### src/rtl/cbf_pkg.sv
// cbf_pkg: shared widths, Q1.16 constants and controller/datapath interface structs
// for the class belief fusion block. No dependencies.
package cbf_pkg;

    localparam int SCORE_W = 17;
    localparam int LABEL_W = 3;
    localparam int SRC_W   = 2;
    localparam int PROD_W  = 34;
    localparam int QUOT_W  = 17;
    localparam int BIT_W   = 5;

    localparam logic [SCORE_W-1:0] ONE_Q16 = 17'd65536;
    localparam logic [SCORE_W-1:0] CAP_98  = 17'd64225;

    localparam logic             OP_INIT  = 1'b0;
    localparam logic             OP_FUSE  = 1'b1;
    localparam logic [SRC_W-1:0] SRC_FULL = 2'd1;

    // commands from the controller, one strobe per datapath action
    typedef struct packed {
        logic capture;
        logic init_wr;
        logic rd_en;
        logic mul;
        logic acc;
        logic chk;
        logic div_load;
        logic div_step;
        logic q_wr;
        logic cap_fix;
    } t_dp_cmd;

    typedef struct packed {
        logic op_fuse;
        logic sum_zero;
    } t_dp_stat;

endpackage

### src/rtl/cbf_ctrl.sv
// cbf_ctrl: sequencing state machine for the class belief fusion block.
// Depends on cbf_pkg for the command and status structs.
module cbf_ctrl #(
    parameter int NUM_CLASSES = 8
) (
    input  logic                                   i_clk,
    input  logic                                   i_rst_n,
    input  logic                                   i_start,
    output logic                                   o_busy,
    output logic                                   o_done,
    output cbf_pkg::t_dp_cmd                       o_cmd,
    output logic [$clog2(NUM_CLASSES)-1:0]         o_addr,
    input  cbf_pkg::t_dp_stat                      i_stat
);

    localparam int IW = $clog2(NUM_CLASSES);

    localparam logic [3:0] S_IDLE     = 4'd0;
    localparam logic [3:0] S_DISPATCH = 4'd1;
    localparam logic [3:0] S_INIT_WR  = 4'd2;
    localparam logic [3:0] S_SUM_RD   = 4'd3;
    localparam logic [3:0] S_SUM_MUL  = 4'd4;
    localparam logic [3:0] S_SUM_ACC  = 4'd5;
    localparam logic [3:0] S_CHECK    = 4'd6;
    localparam logic [3:0] S_Q_RD     = 4'd7;
    localparam logic [3:0] S_Q_MUL    = 4'd8;
    localparam logic [3:0] S_Q_LOAD   = 4'd9;
    localparam logic [3:0] S_Q_DIV    = 4'd10;
    localparam logic [3:0] S_Q_WR     = 4'd11;
    localparam logic [3:0] S_CAP      = 4'd12;
    localparam logic [3:0] S_RESULT   = 4'd13;

    logic [3:0]                 r_state, n_state;
    logic [IW-1:0]              r_idx, n_idx;
    logic [cbf_pkg::BIT_W-1:0]  r_bit, n_bit;
    logic                       w_last;

    assign w_last = (r_idx == IW'(NUM_CLASSES - 1));

    always_comb begin
        n_state = r_state;
        n_idx   = r_idx;
        n_bit   = r_bit;
        o_cmd   = '0;
        case (r_state)
            S_IDLE: begin
                if (i_start) begin
                    o_cmd.capture = 1'b1;
                    n_idx         = '0;
                    n_state       = S_DISPATCH;
                end
            end
            S_DISPATCH: begin
                n_state = i_stat.op_fuse ? S_SUM_RD : S_INIT_WR;
            end
            S_INIT_WR: begin
                o_cmd.init_wr = 1'b1;
                if (w_last) begin
                    n_state = S_RESULT;
                end else begin
                    n_idx = r_idx + 1'b1;
                end
            end
            S_SUM_RD: begin
                o_cmd.rd_en = 1'b1;
                n_state     = S_SUM_MUL;
            end
            S_SUM_MUL: begin
                o_cmd.mul = 1'b1;
                n_state   = S_SUM_ACC;
            end
            S_SUM_ACC: begin
                o_cmd.acc = 1'b1;
                if (w_last) begin
                    n_state = S_CHECK;
                end else begin
                    n_idx   = r_idx + 1'b1;
                    n_state = S_SUM_RD;
                end
            end
            S_CHECK: begin
                o_cmd.chk = 1'b1;
                n_idx     = '0;
                n_state   = i_stat.sum_zero ? S_RESULT : S_Q_RD;
            end
            S_Q_RD: begin
                o_cmd.rd_en = 1'b1;
                n_state     = S_Q_MUL;
            end
            S_Q_MUL: begin
                o_cmd.mul = 1'b1;
                n_state   = S_Q_LOAD;
            end
            S_Q_LOAD: begin
                o_cmd.div_load = 1'b1;
                n_bit          = cbf_pkg::BIT_W'(cbf_pkg::QUOT_W - 1);
                n_state        = S_Q_DIV;
            end
            S_Q_DIV: begin
                o_cmd.div_step = 1'b1;
                if (r_bit == '0) begin
                    n_state = S_Q_WR;
                end else begin
                    n_bit = r_bit - 1'b1;
                end
            end
            S_Q_WR: begin
                o_cmd.q_wr = 1'b1;
                if (w_last) begin
                    n_state = S_CAP;
                end else begin
                    n_idx   = r_idx + 1'b1;
                    n_state = S_Q_RD;
                end
            end
            S_CAP: begin
                o_cmd.cap_fix = 1'b1;
                n_state       = S_RESULT;
            end
            S_RESULT: begin
                n_state = S_IDLE;
            end
            default: begin
                n_state = S_IDLE;
            end
        endcase
    end

    always_ff @(posedge i_clk) begin
        if (!i_rst_n) begin
            r_state <= S_IDLE;
            r_idx   <= '0;
            r_bit   <= '0;
        end else begin
            r_state <= n_state;
            r_idx   <= n_idx;
            r_bit   <= n_bit;
        end
    end

    assign o_busy = (r_state != S_IDLE);
    assign o_done = (r_state == S_RESULT);
    assign o_addr = r_idx;

endmodule

### src/rtl/cbf_dpath.sv
// cbf_dpath: belief memory, multiplier, sum accumulator, restoring divider and argmax.
// Depends on cbf_pkg for constants and the command and status structs.
module cbf_dpath #(
    parameter int NUM_CLASSES = 8
) (
    input  logic                                   i_clk,
    input  logic                                   i_rst_n,
    input  cbf_pkg::t_dp_cmd                       i_cmd,
    input  logic [$clog2(NUM_CLASSES)-1:0]         i_addr,
    output cbf_pkg::t_dp_stat                      o_stat,
    input  logic                                   i_operation,
    input  logic [cbf_pkg::LABEL_W-1:0]            i_class_label,
    input  logic [cbf_pkg::SCORE_W-1:0]            i_detect_score,
    input  logic [cbf_pkg::SRC_W-1:0]              i_sensor_source,
    output logic [cbf_pkg::LABEL_W-1:0]            o_fused_label,
    output logic [cbf_pkg::SCORE_W-1:0]            o_fused_score,
    output logic                                   o_no_support
);

    localparam int IW    = $clog2(NUM_CLASSES);
    localparam int SW    = cbf_pkg::SCORE_W;
    localparam int QW    = cbf_pkg::QUOT_W;
    localparam int PW    = cbf_pkg::PROD_W;
    localparam int SUM_W = PW + IW;
    localparam int NUM_W = PW + QW;

    logic [SW-1:0]    r_mem [NUM_CLASSES];
    logic [SW-1:0]    r_rd_data;
    logic             r_loaded;

    logic             r_op;
    logic [cbf_pkg::LABEL_W-1:0] r_label;
    logic [SW-1:0]    r_base;
    logic [PW-1:0]    r_prod;
    logic [SUM_W-1:0] r_sum;
    logic [SUM_W-1:0] r_rem;
    logic [QW-1:0]    r_nlow;
    logic [QW-1:0]    r_quot;
    logic [QW-1:0]    r_best_val;
    logic [IW-1:0]    r_best_idx;
    logic [cbf_pkg::LABEL_W-1:0] r_cur_label;
    logic [SW-1:0]    r_cur_score;
    logic             r_no_support;

    logic [SW-1:0]    w_init_s;
    logic [SW-1:0]    w_sat_s;
    logic [SW-1:0]    w_fuse_s;
    logic [SW-1:0]    w_s;
    logic [SW-1:0]    w_vec;
    logic [SW-1:0]    w_bel;
    logic [NUM_W-1:0] w_num;
    logic [SUM_W:0]   w_trial;
    logic [SUM_W:0]   w_diff;
    logic             w_ge;
    logic             w_we;
    logic [IW-1:0]    w_waddr;
    logic [SW-1:0]    w_wdata;

    // detection score conditioning
    assign w_init_s = (i_detect_score >= cbf_pkg::CAP_98) ? cbf_pkg::CAP_98 : i_detect_score;
    assign w_sat_s  = (i_detect_score > cbf_pkg::ONE_Q16) ? cbf_pkg::ONE_Q16 : i_detect_score;
    assign w_fuse_s = (i_sensor_source == cbf_pkg::SRC_FULL) ? w_sat_s : (w_sat_s >> 1);
    assign w_s      = (i_operation == cbf_pkg::OP_INIT) ? w_init_s : w_fuse_s;

    assign w_vec = (32'(i_addr) == 32'(r_label)) ? cbf_pkg::ONE_Q16 : r_base;
    assign w_bel = r_loaded ? r_rd_data : '0;

    // divider numerator: P * 2^16 + S / 2
    assign w_num   = NUM_W'({r_prod, 16'b0}) + NUM_W'(r_sum >> 1);
    assign w_trial = {r_rem, r_nlow[QW-1]};
    assign w_ge    = (w_trial >= {1'b0, r_sum});
    assign w_diff  = w_trial - {1'b0, r_sum};

    assign w_we    = i_cmd.init_wr | i_cmd.q_wr | (i_cmd.cap_fix & r_best_val[QW-1]);
    assign w_waddr = i_cmd.cap_fix ? r_best_idx : i_addr;
    assign w_wdata = i_cmd.init_wr ? w_vec : (i_cmd.q_wr ? r_quot : cbf_pkg::CAP_98);

    always_ff @(posedge i_clk) begin
        if (w_we) begin
            r_mem[w_waddr] <= w_wdata;
        end
        if (i_cmd.rd_en) begin
            r_rd_data <= r_mem[i_addr];
        end
    end

    always_ff @(posedge i_clk) begin
        if (i_cmd.capture) begin
            r_op    <= i_operation;
            r_label <= i_class_label;
            r_base  <= cbf_pkg::ONE_Q16 - w_s;
        end
        if (i_cmd.mul) begin
            r_prod <= PW'(w_bel) * PW'(w_vec);
        end
        if (i_cmd.capture) begin
            r_sum <= '0;
        end else if (i_cmd.acc) begin
            r_sum <= r_sum + SUM_W'(r_prod);
        end
        if (i_cmd.div_load) begin
            r_rem  <= SUM_W'(w_num[NUM_W-1:QW]);
            r_nlow <= w_num[QW-1:0];
            r_quot <= '0;
        end else if (i_cmd.div_step) begin
            r_rem  <= w_ge ? w_diff[SUM_W-1:0] : w_trial[SUM_W-1:0];
            r_nlow <= {r_nlow[QW-2:0], 1'b0};
            r_quot <= {r_quot[QW-2:0], w_ge};
        end
        // lowest index wins a tie
        if (i_cmd.q_wr && ((i_addr == '0) || (r_quot > r_best_val))) begin
            r_best_val <= r_quot;
            r_best_idx <= i_addr;
        end
    end

    always_ff @(posedge i_clk) begin
        if (!i_rst_n) begin
            r_loaded     <= 1'b0;
            r_cur_label  <= '0;
            r_cur_score  <= '0;
            r_no_support <= 1'b0;
        end else begin
            if (i_cmd.init_wr) begin
                r_loaded <= 1'b1;
            end
            if (i_cmd.capture) begin
                r_no_support <= 1'b0;
                if (i_operation == cbf_pkg::OP_INIT) begin
                    r_cur_label <= i_class_label;
                    r_cur_score <= w_init_s;
                end
            end
            if (i_cmd.chk) begin
                r_no_support <= (r_sum == '0);
            end
            if (i_cmd.cap_fix) begin
                r_cur_label <= cbf_pkg::LABEL_W'(r_best_idx);
                r_cur_score <= r_best_val[QW-1] ? cbf_pkg::CAP_98 : r_best_val;
            end
        end
    end

    assign o_stat.op_fuse  = (r_op == cbf_pkg::OP_FUSE);
    assign o_stat.sum_zero = (r_sum == '0);

    assign o_fused_label = r_cur_label;
    assign o_fused_score = r_cur_score;
    assign o_no_support  = r_no_support;

    a_quot_range: assert property (@(posedge i_clk) disable iff (!i_rst_n)
        i_cmd.q_wr |-> (r_quot <= cbf_pkg::ONE_Q16))
        else $error("normalised belief above one");

    a_rem_below_sum: assert property (@(posedge i_clk) disable iff (!i_rst_n)
        i_cmd.div_step |-> (r_rem < r_sum))
        else $error("divider remainder not below divisor");

    a_cap_needs_sum: assert property (@(posedge i_clk) disable iff (!i_rst_n)
        i_cmd.cap_fix |-> (r_sum != '0))
        else $error("belief rewritten after a zero product sum");

endmodule

### src/rtl/class_belief_fusion.sv
// class_belief_fusion: top level of the Bayesian class-probability fusion block.
// Depends on cbf_pkg, cbf_ctrl and cbf_dpath.
//
// Usage:
// - Command channel: drive i_operation, i_class_label, i_detect_score and
//   i_sensor_source with start high; the beat is taken on the edge where busy
//   is low. Hold nothing afterwards: the fields are captured on that edge.
// - Result channel: o_valid is high for exactly one cycle and carries
//   o_fused_label, o_fused_score and o_no_support. The receiver cannot stall;
//   sample the beat on the edge that ends that cycle.
// - Sequencing: an init beat writes every class in turn, then gives the result.
//   A fuse beat first runs a sum pass (memory read, multiply and accumulate for
//   each class); when the product sum is zero it gives the result there.
//   Otherwise each class gets a memory read, the multiplier, the divider load,
//   the 17-step restoring divider (shared across all classes and run once per
//   class) and the write-back; a cap fix then comes before the result.
// - Throughput: one beat at a time; busy stays high until the result cycle
//   has passed.
// - Reset: synchronous, active low. Clear the belief (held as all zero until
//   the first init), the reported label and score, and return to idle.
module class_belief_fusion #(
    parameter int NUM_CLASSES = 8
) (
    input  logic                          i_clk,
    input  logic                          i_rst_n,
    input  logic                          start,
    output logic                          busy,
    input  logic                          i_operation,
    input  logic [cbf_pkg::LABEL_W-1:0]   i_class_label,
    input  logic [cbf_pkg::SCORE_W-1:0]   i_detect_score,
    input  logic [cbf_pkg::SRC_W-1:0]     i_sensor_source,
    output logic                          o_valid,
    output logic [cbf_pkg::LABEL_W-1:0]   o_fused_label,
    output logic [cbf_pkg::SCORE_W-1:0]   o_fused_score,
    output logic                          o_no_support
);

    localparam int IW = $clog2(NUM_CLASSES);

    cbf_pkg::t_dp_cmd  w_cmd;
    cbf_pkg::t_dp_stat w_stat;
    logic [IW-1:0]     w_addr;

    // sequencer: walks init writes, the sum pass and the per-class divide
    cbf_ctrl #(
        .NUM_CLASSES (NUM_CLASSES)
    ) u_ctrl (
        .i_clk   (i_clk),
        .i_rst_n (i_rst_n),
        .i_start (start),
        .o_busy  (busy),
        .o_done  (o_valid),
        .o_cmd   (w_cmd),
        .o_addr  (w_addr),
        .i_stat  (w_stat)
    );

    // belief store and arithmetic; the reported fields are its registers
    cbf_dpath #(
        .NUM_CLASSES (NUM_CLASSES)
    ) u_dpath (
        .i_clk           (i_clk),
        .i_rst_n         (i_rst_n),
        .i_cmd           (w_cmd),
        .i_addr          (w_addr),
        .o_stat          (w_stat),
        .i_operation     (i_operation),
        .i_class_label   (i_class_label),
        .i_detect_score  (i_detect_score),
        .i_sensor_source (i_sensor_source),
        .o_fused_label   (o_fused_label),
        .o_fused_score   (o_fused_score),
        .o_no_support    (o_no_support)
    );

endmodule

### config.mk
export PLATFORM = sky130hd
export DESIGN_NAME = class_belief_fusion
export DESIGN_NICKNAME = d
export VERILOG_FILES = /design/src/rtl/cbf_pkg.sv /design/src/rtl/cbf_ctrl.sv /design/src/rtl/cbf_dpath.sv /design/src/rtl/class_belief_fusion.sv
export SDC_FILE = /design/constraint.sdc
export NUM_CORES = 2
export LEC_CHECK = 0
export ABC_AREA = 1
export BUFFER_PORTS_ARGS = -buffer_cell sky130_fd_sc_hd__buf_2
export CAP_MARGIN = 0
export CORE_MARGIN = 1
export CORE_UTILIZATION = 50
export DETAILED_ROUTE_END_ITERATION = 8
export PLACE_DENSITY = 0.68
export SLEW_MARGIN = 20
export SYNTH_ARGS = -nofsm -noshare
export SYNTH_HDL_FRONTEND = slang
export SYNTH_SLANG_ARGS = --single-unit
### constraint.sdc
create_clock -name i_clk -period 5.7 [get_ports i_clk]
set_input_delay 0.855 -clock i_clk [delete_from_list [all_inputs] [get_ports i_clk]]
set_output_delay 0.855 -clock i_clk [all_outputs]
set_load 0.01 [all_outputs]
* Word-level counts from Yosys, hierarchy flattened
Memory sizes are Yosys's and may differ from the RTL's. A register that Yosys moved wholly into a read port is not among the register bits.
Index checks and enable logic that the tools add are counted.
** Storage, ports and cells
- Bits in registers :: 217
- RAM bits :: 136
- Input port bits :: 26
- Output and inout port bits :: 23
- Word-level logic and storage cells :: 123
- Memories kept :: 1
** Operators by class
- Add/sub/neg operators :: 6
- $mul :: 1
- $lt $le $gt $ge :: 4
- Equal/unequal tests :: 22
- Multiplexer cells :: 49
- Bitwise operators :: 3
- Reductions and logical operators :: 19
** Memories
- u_dpath.r_mem :: depth 8, width 17, rd ports 1, clocked after Yosys merged registers in 1, write ports 1, line cbf_dpath.sv:27 : logic [SW-1:0] r_mem [NUM_CLASSES];
** Operators by type and width (count)
- 2-to-1 mux 17 bit :: 13
- 2-to-1 mux 34 bit :: 2
- case mux 4 bit (13 select lines) :: 1
- adder 50 x 36 -> 51 bit :: 1
- greater-or-equal comparator 38 x 37 -> 1 bit :: 1
- adder 37 x 34 -> 37 bit :: 1
- logical NOT 37 bit :: 1
- 2-to-1 mux 37 bit :: 1
- subtractor 37 bit :: 1
- multiplier 17 x 17 -> 34 bit :: 1
- equality test 4 bit, second input constant :: 6
- 2-to-1 mux 3 bit :: 7
- 2-to-1 mux 4 bit :: 5
- greater-or-equal comparator 17 x 16 -> 1 bit, second input constant :: 1
- greater-than comparator 17 bit :: 1
- greater-than comparator 17 bit, second input constant :: 1
- subtractor 17 bit, first input constant :: 1
- equality test 4 x 3 -> 1 bit, second input constant :: 4
- 2-to-1 mux 1 bit :: 16
- 2-to-1 mux 16 bit :: 1
- case mux 5 bit (2 select lines) :: 1
- case mux 3 bit (3 select lines) :: 1
- equality test 4 x 2 -> 1 bit, second input constant :: 2
- nonzero test 2 bit :: 4
- 22 further kinds :: 30

* Longest topological paths before layout
- Depth in word-level cells :: 6
- Gate-level depth with buffers :: 30
- Mapped depth without buffers :: 28

* By module
From an unflattened synthesis, not the netlist that was laid out.
** Second synthesis, totals
- Cells, all modules :: 4013
- Area total of the unflattened synthesis :: 31886.8 um^2
** Modules (own cells, without submodules)
- cbf_dpath :: instances 1, cells each 3882, area an instance 31008.5 um^2, seq. area each 9959.6 um^2
- cbf_ctrl :: instances 1, cells each 131, area an instance 878.3 um^2, seq. area each 240.2 um^2

* Worst setup path after synthesis
No wires, ideal clock.
- Kind :: flip-flop to flip-flop
- Start :: register u_ctrl.r_idx[0] (netlist: u_ctrl.o_addr[0])
- End :: register u_dpath.r_prod[33] (data pin)
- Library setup time :: 0.262 ns
- Data arrival time :: 6.024 ns
- Required time :: 5.438 ns
- Slack :: -0.587 ns
- Stages on the path, launching flop included :: 27
- Buffers on the path :: 3
- Clock period less this slack :: 6.287 ns
- Path through :: dfxtp_1 -> buf_2 -> xnor2_1 -> nand2_1 -> nor2_1 -> inv_1 -> buf_2 -> nand2_1 -> clkbuf_1 -> nor2_1 -> fa_1 -> inv_1 -> fa_1 -> fa_1 -> inv_1 -> fa_1 -> fa_1 -> inv_1 -> fa_1 -> inv_1 -> ha_1 -> nand2_1 -> nor4_1 -> nand3_1 -> nand3_1 -> a21oi_1 -> xor2_1
** Between the ends
- Cells in the longest elaborated chain, start to end :: 3
** RTL lines
- from (decl) :: line cbf_ctrl.sv:34 : logic [IW-1:0] r_idx, n_idx;
- from (signal assigned) :: line cbf_ctrl.sv:136 : r_idx <= n_idx;
- equality test 3 bit :: line cbf_dpath.sv:65 : assign w_vec = (32'(i_addr) == 32'(r_label)) ? cbf_pkg::ONE_Q16 : r_base;
- 2-to-1 mux 17 bit :: line cbf_dpath.sv:65
- multiplier 17 x 17 -> 34 bit :: line cbf_dpath.sv:94 : r_prod <= PW'(w_bel) * PW'(w_vec);
- to (signal assigned) :: line cbf_dpath.sv:94
- to (decl) :: line cbf_dpath.sv:34 : logic [PW-1:0] r_prod;
No other way between the ends.
A chain may end at the register's enable or synchronous reset.

* Worst setup path in the final report
- Start :: register u_dpath.r_label[0] in the netlist's numbering
- End :: register u_dpath.r_prod[31] (data pin)
** Between the ends
- Cells in the longest elaborated chain, start to end :: 3
** RTL lines
- from (decl) :: line cbf_dpath.sv:32 : logic [cbf_pkg::LABEL_W-1:0] r_label;
- from (signal assigned) :: line cbf_dpath.sv:90 : r_label <= i_class_label;
- equality test 3 bit :: line cbf_dpath.sv:65
- 2-to-1 mux 17 bit :: line cbf_dpath.sv:65
- multiplier 17 x 17 -> 34 bit :: line cbf_dpath.sv:94
No other way between the ends.

==> flow_summary_export.csv <==
group,metric,value,unit
clocking,clock_sinks,370,
logic_synthesis,yosys_warnings,0,
placed_design,dp_slack,-0.409,ns
logic_synthesis,ys_seq_area_frac,0.318,
die,pin_count,49,
clocking,clk_path_buf_depth,3,
logic_synthesis,syn_area_per_cell,7.84,um2
detailed_routing,drc,0,
placed_design,routabilityCongestion,0.987,
sta,tightestPinTransition,1.11,ns
clocking,clk_latency,0.61,ns
cells_and_area,multiInputGateArea,20000,um2
clocking,cts_root_buf,"clkbuf_16",
power,power.density,470,nW/um2
placed_design,place_hpwl,77700,um
cells_and_area,instances_no_fill,5185,
cells_and_area,drive_gt1_frac,0.139,
logic_synthesis,synth-seq-cells,370,
min_path,hold_path.class,"register to register",
clocking,cts_buffers,41,
power,peakVddDrop,0.319,mV
cells_and_area,syn_to_final_growth,16.6,%
critical_path,critPathLaunchType,"register",
sta,setup_viol,20,
placed_design,dp.cells,5074,
die,die-area,65100,um2
global_routing,grt-ovfl-total,0,
sta,min_period,6.04,ns
critical_path,endpoint_kind,"register",
detailed_routing,vias,28300,
logic_synthesis,synth_area_leader_cell,"edfxtp_1",
logic_synthesis,synth_cells,4089,
cells_and_area,fin_nets,4782,
detailed_routing,wire_per_inst,19.2,um
placed_design,numPortBuffers,48,
die,coreArea,63200,um2
critical_path,crit_required,6.02,ns
sta,rsz0062_at_grt,"yes",
die,row_count,92,
clocking,cts_max_level,2,
clocking,cts_tree,"yes",
detailed_routing,drtPass1Iterations,6,
power,intPower,9290,uW
power,power.switching,8300,uW
sta,drv_slew,0,
critical_path,arrival,6.36,ns
cells_and_area,diodes,0,
detailed_routing,antenna_left,0,
logic_synthesis,syn_area,32100,um2
die,start_util,0.507,
logic_synthesis,synth_top_area_frac,0.261,
logic_synthesis,synth.net_count,4564,
power,p_sw_frac,0.472,
critical_path,worstSetupPathType,"register to register",
detailed_routing,wl,99300,um
detailed_routing,initialDrtViolationCount,2458,
cells_and_area,finalCoreUtilization,0.592,
sta,slew_headroom,0.252,
detailed_routing,vias_per_cell,5.46,
global_routing,grt_max_degree,74,
global_routing,grt_pass1_wl,153000,um
power,finalPower,17600,uW
power,seqPwrFrac,0.233,
sta,fmax,0.165,GHz
critical_path,crit_fanout,8,
power,p_comb_frac,0.615,
sta,clock_skew,0.0362,ns
power,p_leak,0.0174,uW
die,die_y,255,um
logic_synthesis,ys_types,50,
global_routing,antenna_found_initial,1,
sta,layout_setup_ws,-0.344,ns
global_routing,grtUsageTotal,0.307,
run_status,status,"complete, but fails checks",
global_routing,grt_pass1_vias,27800,
die,die_x,255,um
power,clkPwrFrac,0.152,
cells_and_area,seq_area,10200,um2
run,cap_viol_max_count,0,
clocking,clk_pin_slew,0.06,ns
logic_synthesis,yosys-top-cells-area,"edfxtp_1 (26%), fa_1 (14%), nand2_1 (10%)",
run_status,violations,"setup timing",
cells_and_area,nFillCells,5654,
sta,finalCritPeriodShare,1.06,
sta,finalHoldViolCount,0,
-- registers in the layout, indices dropped and copies added, names as in the netlist, 4 cells and up --
register / flops
u_dpath.r_mem: 136
u_dpath.r_rem: 37
u_dpath.r_sum: 37
u_dpath.r_prod: 34
u_dpath.o_fused_score: 17
u_dpath.r_base: 17
u_dpath.r_best_val: 17
u_dpath.r_nlow: 17
u_dpath.r_quot: 17
u_dpath.r_rd_data: 17
u_ctrl.r_bit: 5
u_ctrl.r_state: 4
-- worst max-delay path, stage by stage, from the launching register on --
cell	delay, ns
edfxtp_1	0.41
xnor2_2	0.17
nand2_1	0.09
nor2_2	0.11
inv_2	0.10
buf_16	0.19
nand2_8	0.12
buf_6	0.12
nor2_1	0.05
fa_1	0.55
inv_2	0.04
fa_1	0.52
inv_1	0.05
fa_1	0.54
fa_2	0.43
fa_1	0.49
inv_1	0.05
fa_1	0.48
inv_2	0.05
ha_4	0.30
nand4_1	0.14
nor3_2	0.23
nand4_1	0.14
nand3_2	0.15
nand3_2	0.07
o211ai_1	0.10
xor2_1	0.09
-- cell families after synthesis --
group | synth area share
DFF | 0.318
AOI/OAI and AO/OA | 0.112
xor gates and xnor gates | 0.0246
and+or+nand+nor | 0.223
buffers and inverters | 0.0934
adders and majority gates | 0.228
-- path summary, 6_finish.rpt --
kind | cells after the start | startpoint | slack, ns | end
setup / recovery | 26 | u_dpath.r_label[0] | -0.34 | u_dpath.r_prod[31]
hold reg to reg | 2 | u_dpath.o_fused_score[16] | 0.45 | u_dpath.o_fused_score[16]
hold / removal | 2 | u_dpath.o_fused_score[16] | 0.45 | u_dpath.o_fused_score[16]
setup reg to reg | 26 | u_dpath.r_label[0] | -0.34 | u_dpath.r_prod[31]
-- synth_stat cells, drive strengths merged --
master,instances
o21bai,23
buf,26
clkbuf,83
fa,227
o21ai,253
o31ai,1
ha,222
clkinv,10
inv,664
xnor2,37
a211oi,7
o311ai,1
or2,16
o2111ai,3
nand4,41
nor2,566
xor2,53
o22ai,31
nand2b,1
and3,4
nor4,16
a21boi,5
nand3,162
nand3b,8
o211ai,29
a21oi,241
o21a,11
edfxtp,279
a31oi,33
a21o,11
nand2,890
nor3,40
dfxtp,91
and2,2
a22oi,2
-- repair_timing --
| item | 4_1_cts | 5_1_grt |
|---|---|---|
| setup endpoints to repair | 23 | 25 |
| pin swaps | 65 | 53 |
| hold buffers | 0 | 0 |
| cloned | 2 | 3 |
| hold endpoints to repair | 0 | 0 |
| buffers inserted | 14 | 17 |
| resized for setup | 124 | 113 |
-- metal layers --
layer  global-route usage  vias up  share of wire
met5                    0        -              0
li1                     -    13600              -
met4                0.163        0          0.059
met1                0.379    13500           0.41
met3               0.0318      262          0.052
met2                0.528      928           0.48
-- placed cells by master (no fill, tap or decap), types with 30 or more instances in the layout --
| cell | instances |
|---|---|
| nand2_1 | 831 |
| inv_1 | 613 |
| nor2_1 | 517 |
| edfxtp_1 | 279 |
| o21ai_0 | 234 |
| fa_1 | 216 |
| a21oi_1 | 214 |
| buf_4 | 200 |
| ha_1 | 199 |
| nand3_1 | 151 |
| dfxtp_1 | 89 |
| xor2_1 | 52 |
| buf_2 | 48 |
| clkbuf_16 | 42 |
| inv_2 | 40 |
| nand4_1 | 40 |
| xnor2_1 | 36 |
| nand2_2 | 35 |
| nor3_1 | 34 |
| a31oi_1 | 32 |
| o22ai_1 | 31 |
| nor2_2 | 30 |
-- power by group through the flow --
stage | Sequential [uW] | Clock, uW | Combinational (uW)
3_5_place_dp | 4110 | 0 | 9740
2_1_floorplan | 3910 | 0 | 6640
6_report | 4100 | 2680 | 10800
5_1_grt | 4120 | 2800 | 11900
4_1_cts | 4070 | 2720 | 10200
3_3_place_gp | 4110 | 0 | 9640
-- cell type report --
cell class | count | area share
flip-flops and latches | 370 | 0.273
inverters | 674 | 0.0691
clock buffers | 51 | 0.0290
repair buffers | 281 | 0.0592
well taps | 846 | 0.0283
multi-input cells | 2939 | 0.534
clock inverters | 24 | 0.00756
-- metrics by stage --
step | TNS, ns | hold WS (ns) | area, um2
floorplan | -0.000725 | 0.408 | 32500
detailed placement | -5.84 | 0.425 | 34800
global route | -10.38 | 0.464 | 37400
finish | -5.27 | 0.454 | 37400
CTS | -3.33 | 0.457 | 36800
global placement | -4.85 | 0.411 | 34800
(Power assumes the default switching activity.)
